[src/stb_pkg.sv]
// ----------------------------------------------------------------------------
// stb_pkg: shared types and constants for the software timer bank
// Operation codes, configuration register indexes, field widths and the
// command struct passed from the top level to the datapath units.
// ----------------------------------------------------------------------------
package stb_pkg;

    localparam int NUM_TIMERS = 8;

    localparam int OP_W     = 2;
    localparam int IDX_W    = 3;
    localparam int TICKS_W  = 16;
    localparam int MASK_W   = 8;
    localparam int STEP_W   = 16;
    localparam int FRAC_W   = 30;
    localparam int ACC_W    = 32;
    localparam int CMP_W    = 16;
    localparam int CFG_IDX_W  = 2;
    localparam int CFG_DATA_W = 30;

    typedef enum logic [OP_W-1:0] {
        OP_TICK = 2'd0,
        OP_SET  = 2'd1,
        OP_POLL = 2'd2
    } op_t;

    typedef enum logic [CFG_IDX_W-1:0] {
        CFG_ONESHOT_MASK = 2'd0,
        CFG_COMPARE_STEP = 2'd1,
        CFG_FRACTION_ADD = 2'd2,
        CFG_FRACTION_MOD = 2'd3
    } cfg_idx_t;

    // One decoded operation, strobes already qualified by the input beat
    typedef struct packed {
        logic               tick;
        logic               load;
        logic               poll;
        logic [IDX_W-1:0]   idx;
        logic [TICKS_W-1:0] ticks;
    } cmd_t;

endpackage

[src/stb_timers.sv]
// ----------------------------------------------------------------------------
// stb_timers: countdown timer array with expiry flags and idle status
// Applies tick, set_time and poll to every timer in parallel and returns
// the poll flag and the idle status (a tick sets it when no timer was running).
// ----------------------------------------------------------------------------
module stb_timers
(
    input  logic                        clk,
    input  logic                        rst_n,
    input  stb_pkg::cmd_t               cmd,
    input  logic [stb_pkg::MASK_W-1:0]  oneshot_mask,
    output logic                        flag,
    output logic                        idle_next
);

    logic [stb_pkg::TICKS_W-1:0] count_reg  [stb_pkg::NUM_TIMERS];
    logic [stb_pkg::TICKS_W-1:0] count_next [stb_pkg::NUM_TIMERS];
    logic [stb_pkg::TICKS_W-1:0] reload_reg  [stb_pkg::NUM_TIMERS];
    logic [stb_pkg::TICKS_W-1:0] reload_next [stb_pkg::NUM_TIMERS];
    logic [stb_pkg::NUM_TIMERS-1:0] expired_reg, expired_next;
    logic                           idle_reg;
    logic [stb_pkg::NUM_TIMERS-1:0] sel, oneshot, running, rearm;

    always_comb
    begin
        for (int t = 0; t < stb_pkg::NUM_TIMERS; t++)
        begin
            sel[t]     = (t < (1 << stb_pkg::IDX_W)) &&
                         (cmd.idx == stb_pkg::IDX_W'(t));
            oneshot[t] = (t < stb_pkg::MASK_W) && oneshot_mask[t % stb_pkg::MASK_W];
            running[t] = (count_reg[t] != '0);
            rearm[t]   = cmd.poll && sel[t] && expired_reg[t] && !oneshot[t];
        end
    end

    always_comb
    begin
        flag      = cmd.poll && ((sel & expired_reg) != '0);
        idle_next = idle_reg;
        for (int t = 0; t < stb_pkg::NUM_TIMERS; t++)
        begin
            count_next[t]   = count_reg[t];
            reload_next[t]  = reload_reg[t];
            expired_next[t] = expired_reg[t];
            if (cmd.tick && running[t])
            begin
                count_next[t] = count_reg[t] - stb_pkg::TICKS_W'(1);
                if (count_reg[t] == stb_pkg::TICKS_W'(1))
                    expired_next[t] = 1'b1;
            end
            if (cmd.load && sel[t])
            begin
                count_next[t]   = cmd.ticks;
                reload_next[t]  = cmd.ticks;
                expired_next[t] = 1'b0;
                if (cmd.ticks != '0)
                    idle_next = 1'b0;
            end
            if (cmd.poll && sel[t])
                expired_next[t] = 1'b0;
            if (rearm[t])
            begin
                count_next[t] = reload_reg[t];
                if (reload_reg[t] != '0)
                    idle_next = 1'b0;
            end
        end
        if (cmd.tick)
            idle_next = (running == '0);
    end

    always_ff @(posedge clk or negedge rst_n)
    begin
        if (!rst_n)
        begin
            for (int t = 0; t < stb_pkg::NUM_TIMERS; t++)
            begin
                count_reg[t]  <= '0;
                reload_reg[t] <= '0;
            end
            expired_reg <= '0;
            idle_reg    <= 1'b1;
        end
        else
        begin
            count_reg   <= count_next;
            reload_reg  <= reload_next;
            expired_reg <= expired_next;
            idle_reg    <= idle_next;
        end
    end

endmodule

[src/stb_compare.sv]
// ----------------------------------------------------------------------------
// stb_compare: drift-compensated output compare value
// Advances the compare value by the step on each tick, plus one when the
// fractional accumulator rises above half the modulus.
// ----------------------------------------------------------------------------
module stb_compare
(
    input  logic                        clk,
    input  logic                        rst_n,
    input  logic                        tick,
    input  logic [stb_pkg::STEP_W-1:0]  compare_step,
    input  logic [stb_pkg::FRAC_W-1:0]  fraction_add,
    input  logic [stb_pkg::FRAC_W-1:0]  fraction_modulus,
    output logic [stb_pkg::CMP_W-1:0]   compare_next
);

    logic [stb_pkg::CMP_W-1:0] compare_reg;
    logic [stb_pkg::ACC_W-1:0] drift_acc_reg, drift_acc_next;
    logic [stb_pkg::ACC_W-1:0] acc_sum, half;
    logic                      carry;

    always_comb
    begin
        acc_sum = drift_acc_reg + stb_pkg::ACC_W'(fraction_add);
        half    = stb_pkg::ACC_W'(fraction_modulus >> 1);
        carry   = $signed(acc_sum) > $signed(half);
        drift_acc_next = drift_acc_reg;
        compare_next   = compare_reg;
        if (tick)
        begin
            drift_acc_next = carry ? acc_sum - stb_pkg::ACC_W'(fraction_modulus) : acc_sum;
            compare_next   = compare_reg + stb_pkg::CMP_W'(compare_step)
                           + stb_pkg::CMP_W'(carry);
        end
    end

    always_ff @(posedge clk or negedge rst_n)
    begin
        if (!rst_n)
        begin
            compare_reg   <= '0;
            drift_acc_reg <= '0;
        end
        else
        begin
            compare_reg   <= compare_next;
            drift_acc_reg <= drift_acc_next;
        end
    end

endmodule

[src/software_timer_bank_top.sv]
// ----------------------------------------------------------------------------
// software_timer_bank_top: bank of countdown timers with compare generator
// The result is registered and appears in the cycle after the beat is accepted.
// Throughput: one item per cycle unless out_ready is low; all timers update in parallel in one pass.
// The result register frees as it is taken, so a new beat is accepted in the
// same cycle the previous result leaves.
// Reset: counts, reloads and expiry flags clear, idle set, compare and drift zero,
// configuration back to its defaults (modulus one).
// ----------------------------------------------------------------------------
module software_timer_bank_top
(
    input  logic                                clk,
    input  logic                                rst_n,
    // configuration write port
    input  logic                                cfg_we,
    input  logic [stb_pkg::CFG_IDX_W-1:0]       cfg_index,
    input  logic [stb_pkg::CFG_DATA_W-1:0]      cfg_wdata,
    // input channel
    input  logic                                in_valid,
    output logic                                in_ready,
    input  logic [stb_pkg::OP_W-1:0]            operation,
    input  logic [stb_pkg::IDX_W-1:0]           timer_index,
    input  logic [stb_pkg::TICKS_W-1:0]         ticks,
    // result channel
    output logic                                out_valid,
    input  logic                                out_ready,
    output logic                                flagged,
    output logic                                all_idle,
    output logic [stb_pkg::CMP_W-1:0]           compare_value
);

    // Configuration registers
    logic [stb_pkg::MASK_W-1:0] oneshot_mask_reg;
    logic [stb_pkg::STEP_W-1:0] compare_step_reg;
    logic [stb_pkg::FRAC_W-1:0] fraction_add_reg;
    logic [stb_pkg::FRAC_W-1:0] fraction_mod_reg;

    always_ff @(posedge clk or negedge rst_n)
    begin
        if (!rst_n)
        begin
            oneshot_mask_reg <= '0;
            compare_step_reg <= '0;
            fraction_add_reg <= '0;
            fraction_mod_reg <= stb_pkg::FRAC_W'(1);
        end
        else if (cfg_we)
        begin
            unique case (stb_pkg::cfg_idx_t'(cfg_index))
                stb_pkg::CFG_ONESHOT_MASK: oneshot_mask_reg <= cfg_wdata[stb_pkg::MASK_W-1:0];
                stb_pkg::CFG_COMPARE_STEP: compare_step_reg <= cfg_wdata[stb_pkg::STEP_W-1:0];
                stb_pkg::CFG_FRACTION_ADD: fraction_add_reg <= cfg_wdata;
                stb_pkg::CFG_FRACTION_MOD: fraction_mod_reg <= cfg_wdata;
                default: ;
            endcase
        end
    end

    // Accept a beat whenever the result register is empty or being drained
    logic           accept;
    stb_pkg::cmd_t  cmd;

    assign in_ready = !out_valid || out_ready;
    assign accept   = in_valid && in_ready;

    // Decode the operation; the unused code leaves every strobe low
    always_comb
    begin
        cmd       = '0;
        cmd.idx   = timer_index;
        cmd.ticks = ticks;
        if (accept)
        begin
            unique case (stb_pkg::op_t'(operation))
                stb_pkg::OP_TICK: cmd.tick = 1'b1;
                stb_pkg::OP_SET:  cmd.load = 1'b1;
                stb_pkg::OP_POLL: cmd.poll = 1'b1;
                default: ;
            endcase
        end
    end

    logic                      flag;
    logic                      idle_next;
    logic [stb_pkg::CMP_W-1:0] compare_next;

    stb_timers u_timers
    (
        .clk          (clk),
        .rst_n        (rst_n),
        .cmd          (cmd),
        .oneshot_mask (oneshot_mask_reg),
        .flag         (flag),
        .idle_next    (idle_next)
    );

    stb_compare u_compare
    (
        .clk              (clk),
        .rst_n            (rst_n),
        .tick             (cmd.tick),
        .compare_step     (compare_step_reg),
        .fraction_add     (fraction_add_reg),
        .fraction_modulus (fraction_mod_reg),
        .compare_next     (compare_next)
    );

    // Result register: hold the beat until the consumer takes it
    logic                      out_valid_reg;
    logic                      flagged_reg;
    logic                      all_idle_reg;
    logic [stb_pkg::CMP_W-1:0] compare_value_reg;

    always_ff @(posedge clk or negedge rst_n)
    begin
        if (!rst_n)
            out_valid_reg <= 1'b0;
        else if (in_ready)
            out_valid_reg <= in_valid;
    end

    always_ff @(posedge clk)
    begin
        if (accept)
        begin
            flagged_reg       <= flag;
            all_idle_reg      <= idle_next;
            compare_value_reg <= compare_next;
        end
    end

    assign out_valid     = out_valid_reg;
    assign flagged       = flagged_reg;
    assign all_idle      = all_idle_reg;
    assign compare_value = compare_value_reg;

endmodule
[config.mk]
export PLATFORM = sky130hd
export DESIGN_NAME = software_timer_bank_top
export DESIGN_NICKNAME = d
export VERILOG_FILES = /design/src/stb_pkg.sv /design/src/stb_timers.sv /design/src/stb_compare.sv /design/src/software_timer_bank_top.sv
export SDC_FILE = /design/constraint.sdc
export NUM_CORES = 1
export LEC_CHECK = 0
export BUFFER_PORTS_ARGS = -buffer_cell sky130_fd_sc_hd__buf_2
export CORE_ASPECT_RATIO = 0.6
export CORE_MARGIN = 3
export CORE_UTILIZATION = 70
export CTS_BUF_LIST = sky130_fd_sc_hd__clkbuf_8
export DETAILED_ROUTE_END_ITERATION = 6
export PLACE_DENSITY_LB_ADDON = 0.25
export SYNTH_ARGS = -nofsm -noshare
export SYNTH_HDL_FRONTEND = slang
export SYNTH_SLANG_ARGS = --single-unit
[constraint.sdc]
create_clock -name clk -period 10.3 [get_ports clk]
set_input_delay 1.545 -clock clk [delete_from_list [all_inputs] [get_ports clk]]
set_output_delay 1.545 -clock clk [all_outputs]
set_load 0.02 [all_outputs]
== Word-level counts from Yosys, hierarchy flattened ==
Cells that the tools add are included.
Widths: inputs -> output; s select.
Operators by class
  bitwise logic cells: 1
  add/sub/neg operators: 12
  magnitude comparators: 1
  reductions and logical operators: 110
  multiplexer cells: 95
  eq/ne operators: 20
Operators by type and width (number)
  $mux 16: 25
  $reduce_bool 16->1: 17
  $eq 16x1->1 const B: 8
  $sub 16x1->16 const B: 8
  $reduce_bool 3->1: 24
  $mux 1: 68
  $logic_and 1x1->1: 42
  $add 32x30->32: 1
  $gt 32x30->1: 1
  $mux 32: 1
  $sub 32x30->32: 1
  $reduce_and 2->1: 12
  $add 16x1->16: 1
  $add 16x16->16: 1
  $eq 3x3->1 const B: 4
  $logic_not 1->1: 9
  $and 8x8->8: 1
  $logic_not 8->1: 1
  $reduce_bool 8->1: 1
  $eq 2x2->1 const B: 3
  $eq 3x2->1 const B: 2
  $eq 2x1->1 const B: 2
  $logic_not 2->1: 2
  $eq 3x1->1 const B: 1
  other kinds (3): 3
Storage, ports and cells
  bits in registers: 416
  word-level logic and storage cells: 274
  bits of input ports: 58

== Depth between registers and ports, before layout ==
  depth in word-level cells: 37
  depth in mapped cells: 34
  depth with buffers taken out: 32

== Modules after synthesis ==
From an unflattened synthesis, not the netlist that was laid out.
Unflattened totals
  cells, all modules: 2934
  area total of the unflattened synthesis: 25864.8 µm²
By module, submodules not included
  stb_timers: instances 1, cells each 1896, area an instance 15200.8 µm², sequential area each 6632.6 µm²
  stb_compare: instances 1, cells each 834, area an instance 6895.4 µm², sequential area each 1201.2 µm²
  software_timer_bank_top: instances 1, cells each 204, area an instance 3768.6 µm², sequential area each 2668.8 µm²

== Worst setup path after synthesis ==
Ideal clock, no wire load.
  path type: flip-flop to flip-flop
  start: register fraction_add_reg[0] in the netlist's numbering
  end: register compare_value_reg (netlist bit compare_value[14]) (data pin)
  buffers on the path: 2
  path slack: 3600 ps
  stages on the path, launching flop included: 35
  clock period less this slack: 6700 ps
  data required time: 10113 ps
  arrival time: 6514 ps
  cells stage by stage: dfrtp_1 ha_1 inv_1 fa_1 nand2b_1 a21oi_1 nor3_1 nor3_1 a21oi_1 o21ai_0 a2111oi_0 a31oi_1 nand2_1 ha_1 and2_1 a221oi_1 inv_1 a2111oi_0 o22ai_1 nor2_1 a21o_1 buf_4 buf_4 fa_1 fa_1 nor2b_1 o21ai_0 a21boi_0 o21a_1 o21ai_0 a21oi_1 o311ai_0 a2111oi_0 o21a_1 o31ai_1
On the way
  cells in the longest elaborated chain, start to end: 4
Ends and longest elaborated chain
  start, declared: line software_timer_bank_top.sv:35  | logic [stb_pkg::FRAC_W-1:0] fraction_add_reg;
  start signal, assigned: line software_timer_bank_top.sv:52  | stb_pkg::CFG_FRACTION_ADD: fraction_add_reg <= cfg_wdata;
  $add 32x30->32: line stb_compare.sv:24  | acc_sum = drift_acc_reg + stb_pkg::ACC_W'(fraction_add);
  $gt 32x30->1: line stb_compare.sv:26  | carry = $signed(acc_sum) > $signed(half);
  $add 16x1->16: line stb_compare.sv:33  | + stb_pkg::CMP_W'(carry);
  $mux 16: line stb_compare.sv:29  | if (tick)
  net compare_next, one bit: line software_timer_bank_top.sv:85  | logic [stb_pkg::CMP_W-1:0] compare_next;
  end signal, assigned: line software_timer_bank_top.sv:128  | compare_value_reg <= compare_next;
  end, declared: line software_timer_bank_top.sv:112  | logic [stb_pkg::CMP_W-1:0] compare_value_reg;
The timed path passes the listed nets, and every way through them passes these cells.
A chain may end at the register's enable or synchronous reset.

== Worst setup path in the final report ==
  start: register u_compare.drift_acc_reg[0] in the netlist's numbering
  end: register compare_value_reg (netlist bit compare_value[14]) (data pin)
On the way
  cells in the longest elaborated chain, start to end: 4
Ends and longest elaborated chain
  start, declared: line stb_compare.sv:18  | logic [stb_pkg::ACC_W-1:0] drift_acc_reg, drift_acc_next;
  start signal, assigned: line stb_compare.sv:47  | drift_acc_reg <= drift_acc_next;
  $add 32x30->32: line stb_compare.sv:24
  $gt 32x30->1: line stb_compare.sv:26
  $add 16x1->16: line stb_compare.sv:33
  $mux 16: line stb_compare.sv:29
  net compare_next, one bit: line software_timer_bank_top.sv:85
The timed path passes the listed nets, and every way through them passes these cells.

==> results.cfg <==
[outcome]
status = completed

[global_routing]
grt_max_degree = 120
grt_pass1_vias = 21410
grt_pass1_wl_um = 113700
grt_overflow = 0
grt.total_usage_pct = 36.79
antenna_found_initial = 4

[clocking]
cts_resized = 0
cts_setup_buffers = 0
postCtsHoldBufs = 0
clk_latency_ps = 650
cts_buffer_depth = 3
clockRootBuffer = clkbuf_8
cts.clk_slew.worst_paths_ps = 70
tritoncts = yes
cts_buffers = 60
clkSinkCount = 416
cts_max_level = 2

[route]
drt-pass1-iter-count = 7
first_iter_violations = 3221
routed_wl_um = 71540
wire_per_inst_um = 21.00
drc = 0
vias_per_cell = 6.654
ant_nets = 0
vias = 22660

[worst_setup_path]
end_kind = register
cp.arrival_ps = 8730
timing.critical_path.from = u_compare.drift_acc_reg[0]
slowest_delay_ps = 560
start_kind = register
reg2reg_from = u_compare.drift_acc_reg[0]
critPathKind = register to register
crit_required_ps = 10740
cp_slowest_cell = o311ai_0
path_max_fanout = 4

[layout]
drive_above_1_share_pct = 11.85
syn2layout_area_growth_pct = 8.397
fin_nets = 3079
stdcell_area_sq_um = 26970

[yosys]
synthXorXnorAreaFrac_pct = 5.280
muxShareOfSynthArea_pct = 5.973
synth_compound_area_share_pct = 16.63
synth_area_sq_um = 24880
synthCells = 2858
synth_area_leaders = dfrtp_1 40%, nand2_1 9.4%, ha_1 6.0%
synth_top_family_by_area = simple AND/OR/NAND/NOR gates
synth_top_flop_cell = dfrtp_1
synth_top_area_share_pct = 39.82
yosysTopAreaCell = dfrtp_1
ys_ff_latch = 416
async_reset_ff_share_pct = 95.67
synth.lib_cells_used.distinct = 83
synth_edf_count = 18
yosys.area_share.adder_pct = 6.305
yosys_warnings = 0
yosys.area_share.simple_pct = 19.93
avgSynthCellArea_sq_um = 8.707
yosysSeqAreaShare_pct = 42.21
syn_nets = 3039

[hold_path]
hold_class = register to register
min_from = u_compare.compare_reg[15]

[die]
die_h_um = 152.0
core_area_sq_um = 34350
pin_count = 78
chipWidth_um = 249.4
die_area_sq_um = 37920
initial_utilization_pct = 72.44
num_rows = 52

[timing]
max_slew_margin_pct = 16.24
layout_setup_ws_ps = 2006
drv_slew = 0
setup_viol = 0
skew_ps = 19.61
final_hold_viol_count = 0
finalSetupTns_ps = 0
final.min_clock_period_ps = 8294
rsz0062_at_grt = no
tightest_slew_ps = 1252
min_period_over_period_pct = 80.53
fmax_mhz = 120.6

[placed_design]
dp_slack_ps = 2439
io_buffers = 77
gp_congestion = 0.9710
dp_hpwl_um = 49750
placed_cell_area_sq_um = 25640

[run]
maxCapViolations = 0

[power_and_ir_drop]
leakage_nw = 12.68
vdd_ir_drop_max_mv = 0.1830
power_density_nw_per_um2 = 311.8
report_power, final:
| group | switching [mW] | total, mW | leakage, nW | internal (mW) |
|---|---|---|---|---|
| sequential | 0.440 | 2.53 | 5.18 | 2.09 |
| combinational | 2.61 | 4.43 | 6.77 | 1.82 |
| clock | 0.685 | 1.46 | 0.734 | 0.775 |
| total | 3.73 | 8.41 | 12.7 | 4.68 |
path summary, 6_finish.rpt:
check / endpoint / slack [ps] / cells after the start
max: compare_value[14] / 2010 / 32
max reg2reg: compare_value[14] / 2010 / 32
min: u_compare.compare_reg[15] / 480 / 1
max in group asynchronous: u_timers.reload_reg[54] / 7010 / 3
min reg2reg: u_compare.compare_reg[15] / 480 / 1
min in group asynchronous: fraction_mod_reg[21] / 980 / 1
layout make-up:
cell class                 count  area (sq um)
sequential                   416         10500
timing repair buffer         107         620.6
antenna                        2         5.005
clock inverter                25         176.4
clock buffer                  84          1156
multi-input combinational   2206         13540
tap                          459         574.3
fill                        2292          7380
inverter                     107         401.6
layout by cell type (no fill, tap or decap), types with 12 or more instances in the layout:
cell type / instances
a21o_1: 24
nand3_1: 54
a211oi_1: 13
a22o_1: 15
nor3_1: 66
buf_2: 76
xor2_1: 59
mux2_2: 100
xnor2_1: 91
a221oi_1: 16
o21ai_0: 183
a22oi_1: 13
buf_4: 30
nand2_1: 620
nand2b_1: 20
and3_1: 12
a21oi_1: 271
or3_1: 17
nor4_1: 61
inv_1: 116
mux2i_1: 36
nor2_1: 158
a31oi_1: 28
o21a_1: 13
nor2b_1: 12
dfrtp_1: 396
ha_1: 119
nand4_1: 17
o211ai_1: 13
clkbuf_8: 84
edfxtp_1: 18
cells in the mapped netlist, types with 12 or more instances:
cell type,n
a211oi_1,13
a21o_1,25
a21oi_1,271
a221oi_1,16
a22o_1,15
a22oi_1,13
a31oi_1,28
and3_1,12
clkbuf_1,116
dfrtp_1,396
edfxtp_1,18
ha_1,119
inv_1,107
mux2_2,100
mux2i_1,36
nand2_1,620
nand2b_1,20
nand3_1,54
nand4_1,17
nor2_1,159
nor2b_1,12
nor3_1,70
nor4_1,61
o211ai_1,13
o21a_1,13
o21ai_0,183
or3_1,18
xnor2_1,91
xor2_1,59
kinds of logic (layout without fill, tap and decap cells):
group,count (synthesis),count (layout)
mux,136,136
buf+inv,236,323
compound gates,688,688
flops,416,416
simple gates,1109,1109
xor+xnor,150,150
fa+ha+maj,123,123
other cells,0,2
worst max-delay path, delay by kind of cell (launching register included):
| family | cells | cell delay [ps] |
|---|---|---|
| adder cells (fa/ha/maj) | 5 | 1360 |
| AND/OR/NAND/NOR | 7 | 1410 |
| buffers and inverters | 2 | 140 |
| AO/OA/AOI/OAI | 18 | 4800 |
| flip-flops | 1 | 350 |
per-stage QoR:
stage                     power (mW)  std cells  hold WS [ps]  utilization, %
after global placement         6.527       3295         449.6           74.62
after global routing           8.971       3406         505.6           78.52
after CTS                      8.265       3404         479.1           78.50
final                          8.412       3406         477.9           78.52
after floorplan                5.704       2858         432.5               -
after detailed placement       6.763       3295         461.6           74.62
layer usage:
layer / vias up / wire, um / GRT usage [%]
met5: - / 12 / 0
met4: 2 / 2198 / 11.67
met3: 233 / 10220 / 11.31
met2: 1522 / 28810 / 50.47
met1: 10780 / 30290 / 55.68
li1: 10130 / - / -
Power figures use the tool's default switching activity.
